**src/design/assert_macros.svh**
```systemverilog
// Assertion macros used by the top-level design file.
`ifndef ASSERT_MACROS_SVH
`define ASSERT_MACROS_SVH

// Whenever ante holds at a clock edge, cons must hold at the same edge.
`define ASSERT_IMPLIES(label, clk, rst_n, ante, cons) \
  label: assert property (@(posedge clk) disable iff (!rst_n) (ante) |-> (cons)) \
    else $error("implication check failed");

// The condition must never hold at a clock edge.
`define ASSERT_NEVER(label, clk, rst_n, cond) \
  label: assert property (@(posedge clk) disable iff (!rst_n) !(cond)) \
    else $error("forbidden condition seen");

`endif

```
**src/design/dmwtc_pkg.sv**
```systemverilog
// Shared types and defaults for the direct-mapped write-through cache.
`timescale 1ns / 1ps

package dmwtc_pkg;

  localparam int DEF_NUM_LINES      = 64;
  localparam int DEF_WORDS_PER_LINE = 8;

  typedef enum logic [1:0] {
    KIND_READ  = 2'd0,
    KIND_WRITE = 2'd1,
    KIND_FILL  = 2'd2,
    KIND_INVAL = 2'd3
  } req_kind_t;

  // One request as it waits between the front queue and the back end.
  typedef struct packed {
    req_kind_t   kind;
    logic [31:0] address;
    logic [31:0] data;
    logic        fill_last;
  } req_t;

  // One result as it waits in the result queue.
  typedef struct packed {
    logic        cpu_resp_valid;
    logic [31:0] cpu_read_data;
    logic        hit;
    logic        cpu_ready;
    logic        refill_req_valid;
    logic [31:0] refill_req_address;
    logic        through_write_valid;
    logic [31:0] through_write_address;
    logic [31:0] through_write_data;
  } res_t;

endpackage

```
**src/design/dmwtc_resq.sv**
```systemverilog
// Result queue: holds finished results until the receiver pops them.
`timescale 1ns / 1ps

module dmwtc_resq (
  input  logic            clk,
  input  logic            rst_n,
  input  logic            res_push,
  input  dmwtc_pkg::res_t res_in,
  output logic            res_full,
  output logic            empty,
  input  logic            pop,
  output dmwtc_pkg::res_t res_head
);

  dmwtc_pkg::res_t entry_r [2];
  logic            wr_ptr_r;
  logic            rd_ptr_r;
  logic [1:0]      count_r;
  logic            do_push;
  logic            do_pop;

  assign res_full = (count_r == 2'd2);
  assign empty    = (count_r == 2'd0);
  assign res_head = entry_r[rd_ptr_r];
  assign do_push  = res_push && !res_full;
  assign do_pop   = pop && !empty;

  always_ff @(posedge clk) begin
    if (do_push) begin
      entry_r[wr_ptr_r] <= res_in;
    end
  end

  always_ff @(posedge clk) begin
    if (!rst_n) begin
      wr_ptr_r <= 1'b0;
      rd_ptr_r <= 1'b0;
      count_r  <= 2'd0;
    end else begin
      if (do_push) begin
        wr_ptr_r <= !wr_ptr_r;
      end
      if (do_pop) begin
        rd_ptr_r <= !rd_ptr_r;
      end
      case ({do_push, do_pop})
        2'b10:   count_r <= count_r + 2'd1;
        2'b01:   count_r <= count_r - 2'd1;
        default: count_r <= count_r;
      endcase
    end
  end

endmodule

```
**config.mk**
```make
export PLATFORM = sky130hd
export DESIGN_NAME = dmwtc_resq
export DESIGN_NICKNAME = d
export VERILOG_FILES = /design/src/design/assert_macros.svh /design/src/design/dmwtc_pkg.sv /design/src/design/dmwtc_resq.sv
export SDC_FILE = /design/constraint.sdc
export NUM_CORES = 1
export LEC_CHECK = 0
export ABC_AREA = 1
export BUFFER_PORTS_ARGS = -buffer_cell sky130_fd_sc_hd__buf_2
export CORE_MARGIN = 1
export CORE_UTILIZATION = 30
export CTS_BUF_LIST = sky130_fd_sc_hd__clkbuf_4
export CTS_CLUSTER_SIZE = 28
export DETAILED_ROUTE_END_ITERATION = 8
export GPL_ROUTABILITY_DRIVEN = 1
export HOLD_SLACK_MARGIN = 0.06
export PLACE_DENSITY_LB_ADDON = 0.12
export SLEW_MARGIN = 40
export SYNTH_ARGS = -nofsm -noshare
export SYNTH_HDL_FRONTEND = slang
export SYNTH_SLANG_ARGS = --single-unit
```
**constraint.sdc**
```tcl
create_clock -name clk -period 11.7 [get_ports clk]
set_input_delay 2.34 -clock clk [delete_from_list [all_inputs] [get_ports clk]]
set_output_delay 2.34 -clock clk [all_outputs]
set_load 0.03 [all_outputs]
```
==> results.sh <==
export IMPL_antenna_left=0
export IMPL_timing_slew_headroom_pct=49.89
export IMPL_vdd_drop_max_mv=0.1545
export IMPL_cts_max_level=3
export IMPL_postCtsHoldBufs=0
export IMPL_synthTopCellsByArea="edfxtp_1, mux2_4, mux2_2"
export IMPL_final_area_mm2=0.01287
export IMPL_required_ns=9.36
export IMPL_root_buffer="clkbuf_4"
export IMPL_core_area_mm2=0.03287
export IMPL_synth_nets=592
export IMPL_wl_per_cell_um=16.01
export IMPL_cts_buffers=73
export IMPL_crit_slowest_cell="buf_6"
export IMPL_track_usage_pct=11.54
export IMPL_die_y_um=185.7
export IMPL_start_util_pct=30.81
export IMPL_ys_top_cells_by_count="edfxtp_1, mux2_4, mux2_2"
export IMPL_routed_wl_mm=20.54
export IMPL_dieArea_mm2=0.03449
export IMPL_routed_via_density=4.176
export IMPL_arrival_ns=2.44
export IMPL_hold_viol_final=0
export IMPL_maxCapViolCount=0
export IMPL_ys_ff_latch=271
export IMPL_cts_resized_gates=0
export IMPL_dr_pass1_iters=4
export IMPL_layout_cells_non_filler=1283
export IMPL_synth_top_area_cell="edfxtp_1"
export IMPL_yosysSeqAreaShare_pct=79.87
export IMPL_start_kind="flip-flop"
export IMPL_placed_cells=1157
export IMPL_grt_max_degree=72
export IMPL_overflow=0
export IMPL_tightest_slew_ns=0.7516
export IMPL_post_route_util_pct=39.15
export IMPL_synth_cells=454
export IMPL_clk_path_buf_depth=3
export IMPL_p_seq_share_pct=46.0
export IMPL_portBuffers=271
export IMPL_async_reset_ff_share_pct=0
export IMPL_grt_pass1_wl_mm=29.94
export IMPL_cp_top_family="buffers and inverters"
export IMPL_insertion_delay_ns=0.66
export IMPL_antenna_found_initial=6
export IMPL_p_leak_nw=4.989
export IMPL_synthFlopType="edfxtp_1"
export IMPL_core_rowCount=66
export IMPL_syn_to_final_growth_pct=27.06
export IMPL_setup_tns_ns=0
export IMPL_finalSetupViolations=0
export IMPL_syn_cell_area_mm2=0.01013
export IMPL_cp_max_fo=60
export IMPL_fin_crit_sh_pct=40.88
export IMPL_gp_congestion=0.7272
export IMPL_ys_warn_count=0
export IMPL_power_switching_w=0.0007966
export IMPL_syn_mean_instance_area_um2=22.30
export IMPL_ioPinCount=272
export IMPL_whs_ns=0.5116
export IMPL_outcome="finished, final reports clean"
export IMPL_synth_edf_count=266
export IMPL_critical_path_class="flip-flop to output port"
export IMPL_cp_end_kind="output port"
export IMPL_rsz0062_at_grt="false"
export IMPL_cellPowerDensity_mw_per_mm2=205.6
export IMPL_worstPathBufferInverterCount=2
export IMPL_drv_slew=0
export IMPL_synthDistinctLibCells=14
export IMPL_grt_pass1_vias=5639
export IMPL_path_cells="buf_6 > mux2_2 > buf_2"
export IMPL_synth_most_common_cell="edfxtp_1"
export IMPL_dpl_cell_area_mm2=0.01197
export IMPL_drive_gt1_share_pct=62.63
export IMPL_internal_power_w=0.001849
export IMPL_worstHoldPathType="flip-flop to flip-flop"
export IMPL_cts_sinks=271
export IMPL_fmax_ghz=0.2091
export IMPL_min_period_ns=4.783
export IMPL_die_x_um=185.7
export IMPL_synth_top_area_share_pct=78.88
export IMPL_p_sw_share_pct=30.11
export IMPL_pwr_share_comb_pct=24.1
export IMPL_cts_tree="done"
export IMPL_num_vias=5358
export IMPL_hpwl_mm=13.10
export IMPL_clock_skew_final_ns=0.03242
export IMPL_slowest_delay_ns=0.57
export IMPL_post_cts_buffers=0
export IMPL_power_share_clock_pct=30.0
export IMPL_clkTransAtPathRegs_ns=0.06
export IMPL_drt_iter0_markers=120
export IMPL_drc_errors=0
export IMPL_nets=928
-- routing by layer --
layer | up-vias | wire, um | global-route usage, %
met5 | - | 0 | 0
met4 | 0 | 401 | 5.639
met3 | 36 | 2201 | 5.557
met2 | 226 | 9560 | 18.03
met1 | 2586 | 8377 | 13.19
li1 | 2510 | - | -
-- cell type report --
type | instances | area, um^2
fill | 3154 | 20000
sequential | 271 | 8092
multi-input combinational | 159 | 1881
timing repair buffer | 276 | 1413
clock buffer | 105 | 788.3
tap | 442 | 553.0
clock inverter | 15 | 86.33
inverter | 9 | 38.79
antenna | 6 | 15.01
-- sequential cells by signal, summed over array words and instances (netlist names), named ones only --
register	cells
count_r	2
rd_ptr_r	1
wr_ptr_r	1
entry_r	266
-- cells in the final DEF (no fill, tap or decap), drive strengths merged --
master / synthesis / final
nor2: 13 / 13
clkinvlp: 0 / 1
diode: 0 / 6
nand2: 8 / 8
edfxtp: 266 / 266
ha: 1 / 1
o21ai: 1 / 1
clkinv: 0 / 9
nand4: 1 / 1
inv: 9 / 13
dfxtp: 5 / 5
buf: 15 / 276
clkbuf: 0 / 105
a21oi: 1 / 1
mux2: 133 / 133
nand3: 1 / 1
bufinv: 0 / 1
-- per-stage QoR --
| stage | total power (W) | setup WS, ns |
|---|---|---|
| global route | 0.002785 | 6.741 |
| floorplan | 0.001730 | 2.955 |
| global placement | 0.001877 | 7.103 |
| CTS | 0.002703 | 6.780 |
| finish | 0.002645 | 6.917 |
| detailed placement | 0.001888 | 7.295 |
-- tightest hold or removal path: stages (launching register included) --
cell and delay (ns):
dfxtp_1 0.34, nor2_1 0.06, nor2_1 0.07
-- power by group through the flow --
| stage | Sequential [W] | Clock, W | Combinational, W |
|---|---|---|---|
| 2_1_floorplan | 0.00124 | 0 | 0.000487 |
| 3_3_place_gp | 0.00123 | 0 | 0.000643 |
| 3_5_place_dp | 0.00124 | 0 | 0.000649 |
| 4_1_cts | 0.00122 | 0.000834 | 0.000651 |
| 5_1_grt | 0.00123 | 0.000882 | 0.000678 |
| 6_report | 0.00122 | 0.000792 | 0.000636 |
-- logic make-up after synthesis --
| group | Yosys count | share of synthesized area, % |
|---|---|---|
| compound gates | 2 | 0.09876 |
| fa+ha+maj | 1 | 0.1235 |
| buf+inv | 24 | 1.631 |
| flops | 271 | 79.87 |
| mux | 133 | 17.39 |
| simple gates | 23 | 0.8897 |
-- worst paths after layout --
path | start | endpoint | slack (ns) | depth (start not counted)
hold / removal | rd_ptr_r | flip-flop | 0.51 | 2
setup / recovery | flip-flop | res_head[130] | 6.92 | 3
setup reg to reg | count_r[1] | entry_r[1][25] | 9.33 | 6
hold reg to reg | rd_ptr_r | flip-flop | 0.51 | 2
Note: power is estimated with default switching activity, not from simulation.
