`src/design/assert_macros.svh`:
```
// Assertion macros used by the top-level design file.
`ifndef ASSERT_MACROS_SVH
`define ASSERT_MACROS_SVH

// Whenever ante holds at a clock edge, cons must hold at the same edge.
`define ASSERT_IMPLIES(label, clk, rst_n, ante, cons) \
  label: assert property (@(posedge clk) disable iff (!rst_n) (ante) |-> (cons)) \
    else $error("implication check failed");

// The condition must never hold at a clock edge.
`define ASSERT_NEVER(label, clk, rst_n, cond) \
  label: assert property (@(posedge clk) disable iff (!rst_n) !(cond)) \
    else $error("forbidden condition seen");

`endif

```
`src/design/dmwtc_pkg.sv`:
```
// Shared types and defaults for the direct-mapped write-through cache.
`timescale 1ns / 1ps

package dmwtc_pkg;

  localparam int DEF_NUM_LINES      = 64;
  localparam int DEF_WORDS_PER_LINE = 8;

  typedef enum logic [1:0] {
    KIND_READ  = 2'd0,
    KIND_WRITE = 2'd1,
    KIND_FILL  = 2'd2,
    KIND_INVAL = 2'd3
  } req_kind_t;

  // One request as it waits between the front queue and the back end.
  typedef struct packed {
    req_kind_t   kind;
    logic [31:0] address;
    logic [31:0] data;
    logic        fill_last;
  } req_t;

  // One result as it waits in the result queue.
  typedef struct packed {
    logic        cpu_resp_valid;
    logic [31:0] cpu_read_data;
    logic        hit;
    logic        cpu_ready;
    logic        refill_req_valid;
    logic [31:0] refill_req_address;
    logic        through_write_valid;
    logic [31:0] through_write_address;
    logic [31:0] through_write_data;
  } res_t;

endpackage

```
`src/design/dmwtc_front.sv`:
```
// Front end: classifies incoming requests and queues them for the back end.
`timescale 1ns / 1ps

module dmwtc_front (
  input  logic               clk,
  input  logic               rst_n,
  input  logic               push,
  output logic               full,
  input  logic [1:0]         in_req_type,
  input  logic [31:0]        in_address,
  input  logic [31:0]        in_data,
  input  logic               in_fill_last,
  output dmwtc_pkg::req_t    head,
  output logic               head_valid,
  input  logic               head_pop
);

  dmwtc_pkg::req_t entry_r [2];
  logic            wr_ptr_r;
  logic            rd_ptr_r;
  logic [1:0]      count_r;
  logic            do_push;
  logic            do_pop;
  dmwtc_pkg::req_t incoming;

  always_comb begin
    incoming.kind      = dmwtc_pkg::req_kind_t'(in_req_type);
    incoming.address   = in_address;
    incoming.data      = in_data;
    incoming.fill_last = in_fill_last;
  end

  assign full       = (count_r == 2'd2);
  assign head_valid = (count_r != 2'd0);
  assign head       = entry_r[rd_ptr_r];
  assign do_push    = push && !full;
  assign do_pop     = head_pop && head_valid;

  always_ff @(posedge clk) begin
    if (do_push) begin
      entry_r[wr_ptr_r] <= incoming;
    end
  end

  always_ff @(posedge clk) begin
    if (!rst_n) begin
      wr_ptr_r <= 1'b0;
      rd_ptr_r <= 1'b0;
      count_r  <= 2'd0;
    end else begin
      if (do_push) begin
        wr_ptr_r <= !wr_ptr_r;
      end
      if (do_pop) begin
        rd_ptr_r <= !rd_ptr_r;
      end
      case ({do_push, do_pop})
        2'b10:   count_r <= count_r + 2'd1;
        2'b01:   count_r <= count_r - 2'd1;
        default: count_r <= count_r;
      endcase
    end
  end

endmodule

```
`config.mk`:
```
export PLATFORM = sky130hd
export DESIGN_NAME = dmwtc_front
export DESIGN_NICKNAME = d
export VERILOG_FILES = /design/src/design/assert_macros.svh /design/src/design/dmwtc_pkg.sv /design/src/design/dmwtc_front.sv
export SDC_FILE = /design/constraint.sdc
export NUM_CORES = 1
export LEC_CHECK = 0
export BUFFER_PORTS_ARGS = -buffer_cell sky130_fd_sc_hd__buf_2
export CAP_MARGIN = 25
export CORE_ASPECT_RATIO = 0.9
export CORE_MARGIN = 4
export CORE_UTILIZATION = 56
export DETAILED_ROUTE_END_ITERATION = 8
export PLACE_DENSITY = 0.95
export SLEW_MARGIN = 20
export SYNTH_ARGS = -nofsm -noshare
export SYNTH_HDL_FRONTEND = slang
export SYNTH_SLANG_ARGS = --single-unit
```
`constraint.sdc`:
```
create_clock -name clk -period 4.6 [get_ports clk]
set_input_delay 0.46 -clock clk [delete_from_list [all_inputs] [get_ports clk]]
set_output_delay 0.46 -clock clk [all_outputs]
set_load 0.005 [all_outputs]
```
==> flow_summary.json, run 1 <==
{
  "fin_util": 0.7526,
  "io_buffers": 139,
  "vdd_drop_max_uv": 432.1,
  "cap_viol_max_count": 0,
  "synth-seq-area-share": 0.8150,
  "drt-initial-drc-count": 132,
  "setup_tns_ps": 0,
  "yosys.area_share.adder": 0.002473,
  "die_area_mm2": 0.01062,
  "slew_violations": 0,
  "cts_setup_buffers": 0,
  "cp.arrival_ps": 2420,
  "floorplan.initialDensity": 0.5824,
  "cp-end-kind": "primary output",
  "place_congestion": 0.7304,
  "finalWorstSetupSlack_ps": 1719,
  "first_pass_iters": 4,
  "synth_xor_area_frac": 0.005193,
  "place_area_mm2": 0.005914,
  "period_share": 0.6263,
  "grt_max_degree": 38,
  "grt-ovfl-total": 0,
  "slew-limit-headroom": 0.4098,
  "final_common_cell": "buf_2",
  "outcome": "finished clean",
  "crit_path_start_kind": "register",
  "cts_hold_buf": 0,
  "die_height_um": 98.18,
  "muxShareOfSynthArea": 0.1491,
  "cts_tree": "built",
  "area_growth_pct": 29.23,
  "r2r_start": "count_r[0]",
  "final_cells": 520,
  "grt_usage": 0.1848,
  "antenna_cells": 0,
  "drc": 0,
  "synth.largest_area_cell": "edfxtp_1",
  "routedWlPerCell_um": 17.91,
  "synth_edf_count": 134,
  "postLayoutCellArea_mm2": 0.006539,
  "clock_path_buffers": 2,
  "num_vias": 2662,
  "synth_area_per_cell_um2": 21.62,
  "grt_pass1_wl_um": 14610,
  "total_power_mw": 3.894,
  "final_nets": 461,
  "worst_hold_path_type": "in2reg",
  "drive_above_1_share": 0.6160,
  "avgViaCountPerCell": 5.119,
  "clk_root_buffer_cell": "clkbuf_8",
  "finalHoldViolations": 0,
  "antenna_found_initial": 1,
  "leakagePower_nw": 2.480,
  "syn-num-nets": 306,
  "die_w_um": 108.2,
  "clkTransAtPathRegs_ps": 60,
  "layout_common_cells": "buf_2, edfxtp_1, mux2_2",
  "syn_area_mm2": 0.005060,
  "async_flop_share": 0,
  "num_rows": 32,
  "yosysUniqueCellTypes": 19,
  "cp_max_fo": 37,
  "synth_compound_area_frac": 0.006429,
  "rsz0062_at_grt": "false",
  "synth-main-ff-cell": "edfxtp_1",
  "cts_buffers": 17,
  "synthCells": 234,
  "worst_pin_slew_ps": 885.3,
  "drt_wl_total_um": 9314,
  "synth_seq_cells": 139,
  "holdWs_ps": 141.3,
  "clock_sinks": 139,
  "fmax_mhz": 347.1,
  "grt_pass1_vias": 2898,
  "dp.cells": 489,
  "synth_top_family_by_area": "multiplexers",
  "critical_path_class": "reg2out",
  "cp.required_ps": 4140,
  "ys_warn_count": 0,
  "cts_resized": 0,
  "place_hpwl_um": 6214,
  "synth_area_leaders": "edfxtp_1, mux2_2, dfxtp_1, xnor2_1, buf_4",
  "pin_count": 140,
  "synthSimpleGateAreaFrac": 0.01113,
  "synth_top_cell_area_share": 0.7953,
  "cts_max_level": 4,
  "coreArea_mm2": 0.008688,
  "setup_viol": 0,
  "place_ws_ps": 2197,
  "fin_skew_ps": 9.197,
  "worstHoldStart": "in_address[17]",
  "fin_crit_ps": 2881,
  "powerDensity_mw_per_mm2": 595.5,
  "drtAntennaViolNets": 0,
  "insertion_delay_ps": 500
}
==> cells in the mapped netlist, types with 2 or more instances <==
master    number
edfxtp_1     134
nor2b_1        2
o21ai_0        2
a21boi_1       2
inv_1          2
or3_1          2
dfxtp_1        5
buf_4          3
buf_2          4
xnor2_1        3
mux2_2        67
==> power by group <==
group	switching [mW]	internal [mW]	leakage [nW]
Clock	0.523	0.893	0.300
Sequential	0.0939	1.60	1.30
Combinational	0.355	0.429	0.885
Total	0.972	2.92	2.48
==> final cells by class <==
type | instances | area [µm²]
clock buffer | 17 | 414.1
sequential | 139 | 4125
clock inverter | 14 | 210.2
multi-input combinational | 85 | 883.3
timing repair buffer | 143 | 745.7
tap | 119 | 148.9
inverter | 3 | 11.26
fill | 500 | 2150
==> worst paths after layout <==
path | cells after the start | end | slack [ps]
setup / recovery | 3 | head[44] | 1720
setup reg to reg | 3 | entry_r[1][25] | 2310
hold reg to reg | 2 | wr_ptr_r | 500
hold / removal | 1 | entry_r[1][50] | 140
==> per-layer routing <==
layer / track usage / up-vias / share of wire / wire length [µm]
li1: - / 1238 / - / -
met1: 0.2107 / 1299 / 0.38 / 3574
met2: 0.3222 / 111 / 0.52 / 4885
met3: 0.07006 / 12 / 0.083 / 769
met4: 0.05728 / 2 / 0.0083 / 77
met5: 0 / - / 0.00075 / 7
==> worst max-delay path, stage by stage, from the launching register on <==
cell     delay (ps)
dfxtp_2         890
buf_4           490
mux2_2          380
buf_2           140
==> cells by family after synthesis <==
logic type / count (synthesis)
adders and majority gates: 1
and+or+nand+nor: 9
muxes: 67
AOI/OAI and AO/OA: 5
DFF: 139
buffers and inverters: 10
xor gates and xnor gates: 3
==> registers in the layout, indices dropped and copies added (netlist names), named ones only <==
name	count
entry_r	134
count_r	2
wr_ptr_r	1
rd_ptr_r	1
No activity file was read; power rests on OpenSTA's default activity.
==> run 2, diff against run 1 <==
ABC_AREA = 1   (was not set)
CORE_UTILIZATION = 52   (was 56)
PLACE_DENSITY = 0.89   (was 0.95)
clock period = 3 ns   (was 4.6 ns; I/O delays follow)
==> flow_summary.json, run 2 <==
{
  "antenna_cells": 0,
  "synth_edf_count": 134,
  "fin_crit_ps": 2360,
  "ys_warn_count": 0,
  "coreArea_mm2": 0.009699,
  "yosysUniqueCellTypes": 16,
  "place_hpwl_um": 6141,
  "io_buffers": 139,
  "cts_resized": 0,
  "rsz0062_at_grt": "false",
  "largest_reg_flops": 134,
  "outcome": "finished clean",
  "grt-ovfl-total": 0,
  "synth_seq_cells": 139,
  "period_share": 0.7865,
  "first_pass_iters": 4,
  "cpPeakStageDelay_ps": 650,
  "die_w_um": 113.3,
  "clock_sinks": 139,
  "area_growth_pct": 41.90,
  "worst_hold_path_type": "in2reg",
  "fin_util": 0.7593,
  "critPathBufInv": 2,
  "syn_area_mm2": 0.005190,
  "top_register": "entry_r",
  "worst-r2r-setup-slack_ps": 1140,
  "total_power_mw": 5.636,
  "drive_above_1_share": 0.5063,
  "die_height_um": 102.8,
  "critPathTopFamily": "flip-flops",
  "antenna_found_initial": 0,
  "grt_max_degree": 68,
  "clkTransAtPathRegs_ps": 60,
  "wl_met3_um": 668,
  "num_vias": 2967,
  "slew_violations": 0,
  "floorplan.initialDensity": 0.5351,
  "postLayoutCellArea_mm2": 0.007365,
  "yosysMostFrequentCell": "edfxtp_1",
  "drc": 0,
  "place_area_mm2": 0.006058,
  "final_common_cell": "buf_2",
  "synth_top_cell_area_share": 0.7753,
  "synth_area_per_cell_um2": 21.10,
  "leakagePower_nw": 2.895,
  "place_congestion": 0.6983,
  "slew-limit-headroom": 0.6756,
  "layout_common_cells": "buf_2, edfxtp_1, dlygate4sd3_1",
  "synth-seq-area-share": 0.7946,
  "die_area_mm2": 0.01164,
  "cp.required_ps": 2700,
  "cts_tree": "built",
  "cp-end-kind": "primary output",
  "insertion_delay_ps": 500,
  "powerDensity_mw_per_mm2": 765.3,
  "crit_path_start_kind": "register",
  "wl_met1_um": 4114,
  "grt_usage": 0.1928,
  "grt_pass1_vias": 3285,
  "vdd_drop_max_uv": 491.5,
  "finalHoldViolations": 0,
  "cts_setup_buffers": 0,
  "drt-initial-drc-count": 120,
  "grt_pass1_wl_um": 16690,
  "critical_path_class": "reg2out",
  "cp_max_fo": 40,
  "async_flop_share": 0,
  "wl_met2_um": 5868,
  "routedWlPerCell_um": 17.80,
  "top_layer_used": "met4",
  "worst_pin_slew_ps": 486.5,
  "pin_count": 140,
  "reg_top3": "entry_r x134, count_r x2",
  "cp.arrival_ps": 2060,
  "slowest_stage": "dfxtp_4",
  "cap_viol_max_count": 0,
  "syn-num-nets": 318,
  "synth.largest_area_cell": "edfxtp_1",
  "clock_path_buffers": 2,
  "crit_chain": "buf_12, mux2_2, buf_2",
  "dp.cells": 507,
  "setup_tns_ps": 0,
  "cts_buffers": 17,
  "drt_wl_total_um": 10780,
  "final_nets": 539,
  "final_cells": 606,
  "synth-main-ff-cell": "edfxtp_1",
  "setup_viol": 0,
  "fmax_mhz": 423.8,
  "avgViaCountPerCell": 4.896,
  "clk_root_buffer_cell": "clkbuf_8",
  "num_rows": 34,
  "ys_top_cells_by_count": "edfxtp_1, mux2_2, mux2_4",
  "cts_max_level": 4,
  "synthCells": 246,
  "fin_skew_ps": 7.052,
  "synth_area_leaders": "edfxtp_1, mux2_4, mux2_2, dfxtp_1, nor2_1",
  "drtAntennaViolNets": 0
}
==> run 2: logic make-up after synthesis <==
kind of cell               share of synthesized area
DFF                                           0.7946
muxes                                         0.1671
and+or+nand+nor                              0.01663
buffers and inverters                        0.01591
AOI/OAI and AO/OA                           0.003374
adders and majority gates                   0.002410
==> run 2: worst register-to-register path, stage by stage, from the launching register on <==
cell	delay [ps]
dfxtp_1	400
nor2_1	90
nor2_1	190
nand2_1	120
inv_2	370
buf_12	330
==> run 2: area by class of cell <==
type | count | area (µm²)
Timing Repair Buffer | 209 | 1426
Sequential cell | 139 | 4128
Multi-Input combinational cell | 93 | 991.0
Clock inverter | 15 | 221.5
Clock buffer | 17 | 414.1
Inverter | 7 | 26.28
Fill cell | 578 | 2335
Tap cell | 126 | 157.7
==> run 2: through the flow <==
step | worst slack, ps | hold slack (ps)
final | 640.4 | 66.18
after global routing | 556.3 | 44.32
after CTS | 628.5 | 35.82
after detailed placement | 1147 | 481.9
after global placement | 1197 | 471.7
after floorplan | 170.7 | 398.9
==> run 2: what timing repair did <==
item | CTS | global route
hold buffers | 67 | 0
endpoints found under the hold margin | 134 | 0
setup endpoints to repair | 0 | 0
==> run 2: path summary, 6_finish.rpt <==
kind | from | end | cells after the start
min | rst_n | wr_ptr_r | 3
min reg2reg | rd_ptr_r | rd_ptr_r | 2
max | register | head[17] | 3
max reg2reg | count_r[0] | entry_r[1][6] | 5
==> run 2: power by group <==
group / total [mW] / leakage, nW / internal [mW] / switching [mW]
sequential: 2.48 / 1.29 / 2.38 / 0.100
clock: 2.21 / 0.302 / 1.43 / 0.773
combinational: 0.952 / 1.30 / 0.527 / 0.425
==> run 2: routing by layer <==
| metal | GRT usage | up-vias |
|---|---|---|
| met5 | 0 | - |
| met4 | 0.07209 | 0 |
| met3 | 0.05692 | 13 |
| met2 | 0.3597 | 107 |
| met1 | 0.2095 | 1453 |
| li1 | - | 1394 |
==> run 3, diff against run 2 <==
clock period = 2.2 ns   (was 3 ns; I/O delays follow)
==> flow_summary.json, run 3 (synthesis results as in run 2) <==
{
  "avgViaCountPerCell": 4.997,
  "fmax_mhz": 498.5,
  "drc": 0,
  "grt_usage": 0.1829,
  "largest_reg_flops": 134,
  "worst_hold_path_type": "in2reg",
  "final_cells": 608,
  "place_congestion": 0.7152,
  "worst_pin_slew_ps": 503.6,
  "die_height_um": 102.8,
  "antenna_cells": 0,
  "multiInputGateArea_um2": 991.0,
  "grt_max_degree": 68,
  "dp.cells": 509,
  "place_hpwl_um": 5976,
  "grt_pass1_vias": 3150,
  "rsz0062_at_grt": "false",
  "setup_viol": 0,
  "total_power_mw": 7.264,
  "period_share": 0.9119,
  "crit_chain": "buf_12, mux2_2, buf_2",
  "drive_above_1_share": 0.5000,
  "swShare": 0.2367,
  "setup_tns_ps": 0,
  "cap_viol_max_count": 0,
  "clkTransAtPathRegs_ps": 60,
  "drt-initial-drc-count": 121,
  "cts_buffers": 17,
  "final_common_cell": "buf_2",
  "drt_wl_total_um": 10340,
  "cts_tree": "built",
  "critPathBufInv": 2,
  "slew-limit-headroom": 0.6642,
  "cts_max_level": 4,
  "power_switching_mw": 1.720,
  "die_w_um": 113.3,
  "clk_root_buffer_cell": "clkbuf_8",
  "fin_skew_ps": 6.614,
  "fin_crit_ps": 2006,
  "num_vias": 3038,
  "powerDensity_mw_per_mm2": 997.9,
  "crit_path_start_kind": "register",
  "critical_path_class": "reg2out",
  "layout_common_cells": "buf_2, edfxtp_1, dlygate4sd3_1",
  "critPathTopFamily": "buffers and inverters",
  "insertion_delay_ps": 500,
  "grt_pass1_wl_um": 15850,
  "top_register": "entry_r",
  "finalHoldViolations": 0,
  "place_area_mm2": 0.006052,
  "antenna_found_initial": 0,
  "grt-ovfl-total": 0,
  "pin_count": 140,
  "cp.arrival_ps": 1790,
  "final_nets": 542,
  "cp_max_fo": 67,
  "area_growth_pct": 40.26,
  "fill_cells": 566,
  "reg_top3": "entry_r x134, count_r x2",
  "fin_util": 0.7505,
  "clock_path_buffers": 2,
  "cp.required_ps": 1980,
  "postLayoutCellArea_mm2": 0.007279,
  "die_area_mm2": 0.01164,
  "seqPwrFrac": 0.457,
  "io_buffers": 139,
  "seq_area_mm2": 0.004128,
  "outcome": "finished clean",
  "coreArea_mm2": 0.009699,
  "cp-end-kind": "primary output",
  "slew_violations": 0,
  "leakagePower_nw": 2.861,
  "first_pass_iters": 4,
  "intPower_mw": 5.545,
  "p_clk_frac": 0.359,
  "num_rows": 34,
  "clock_sinks": 139,
  "floorplan.initialDensity": 0.5351,
  "cpPeakStageDelay_ps": 410,
  "slowest_stage": "mux2_2",
  "combinationalPowerShare": 0.184,
  "routedWlPerCell_um": 17.01,
  "vdd_drop_max_uv": 809.0,
  "drtAntennaViolNets": 0
}
-- run 3: cell count changes in the layout (fill, tap and decap cells not counted) --
cell,delta
clkbuf_1,+1
buf_4,+4
inv_2,-1
dlygate4sd3_1,+1
bufinv_16,-3
clkinv_1,+2
buf_12,-2
clkinv_2,+1
clkinvlp_4,-1
clkinv_4,+2
inv_6,-2
-- run 3: timing repair --
item | in CTS | in global routing
setup buffers | 0 | 0
resized for setup | 0 | 0
hold buffers | 68 | 0
hold endpoints to repair | 139 | 0
endpoints found under the setup margin | 0 | 0
-- run 3: metal layers --
| layer | vias to the layer above | global-route usage | wire, µm |
|---|---|---|---|
| met1 | 1483 | 0.2125 | 3959 |
| met2 | 125 | 0.3201 | 5449 |
| met4 | 0 | 0.08318 | 255 |
| met3 | 26 | 0.05164 | 676 |
| met5 | - | 0 | 0 |
| li1 | 1404 | - | - |
-- run 3: worst register-to-register path: stages, from the launching register on --
cell and delay (ps):
dfxtp_1 350, inv_1 90, nor2_1 50, nor2_1 170, nand2_1 150, clkinvlp_4 100, buf_4 420
-- run 3: layout make-up --
cell class | count | share of cell area
Timing Repair Buffer | 212 | 0.1959
Inverter | 7 | 0.004125
Clock inverter | 13 | 0.01770
Sequential cell | 139 | 0.5670
Multi-Input combinational cell | 93 | 0.1361
Clock buffer | 18 | 0.05741
Tap cell | 126 | 0.02166
-- run 3: worst paths after layout --
check	from	to	slack [ps]	cells after the start
setup / recovery	register	head[66]	190	3
hold / removal	head_pop	register	60	4
setup reg to reg	count_r[1]	entry_r[1][28]	480	6
hold reg to reg	rd_ptr_r	register	540	2
-- run 3: power groups by stage --
stage	Combinational [mW]	Clock, mW	Sequential, mW
floorplan	0.767	0	3.35
global placement	1.21	0	3.35
detailed placement	1.24	0	3.37
CTS	1.34	2.64	3.32
global route	1.45	2.80	3.35
finish	1.34	2.60	3.32
-- run 3: through the flow --
stage | hold WS, ps | setup WS (ps)
floorplan | 318.9 | 108.4
global placement | 408.7 | 607.3
detailed placement | 412.0 | 527.3
CTS | 32.23 | 176.3
global route | 87.15 | 146.2
finish | 62.87 | 193.8
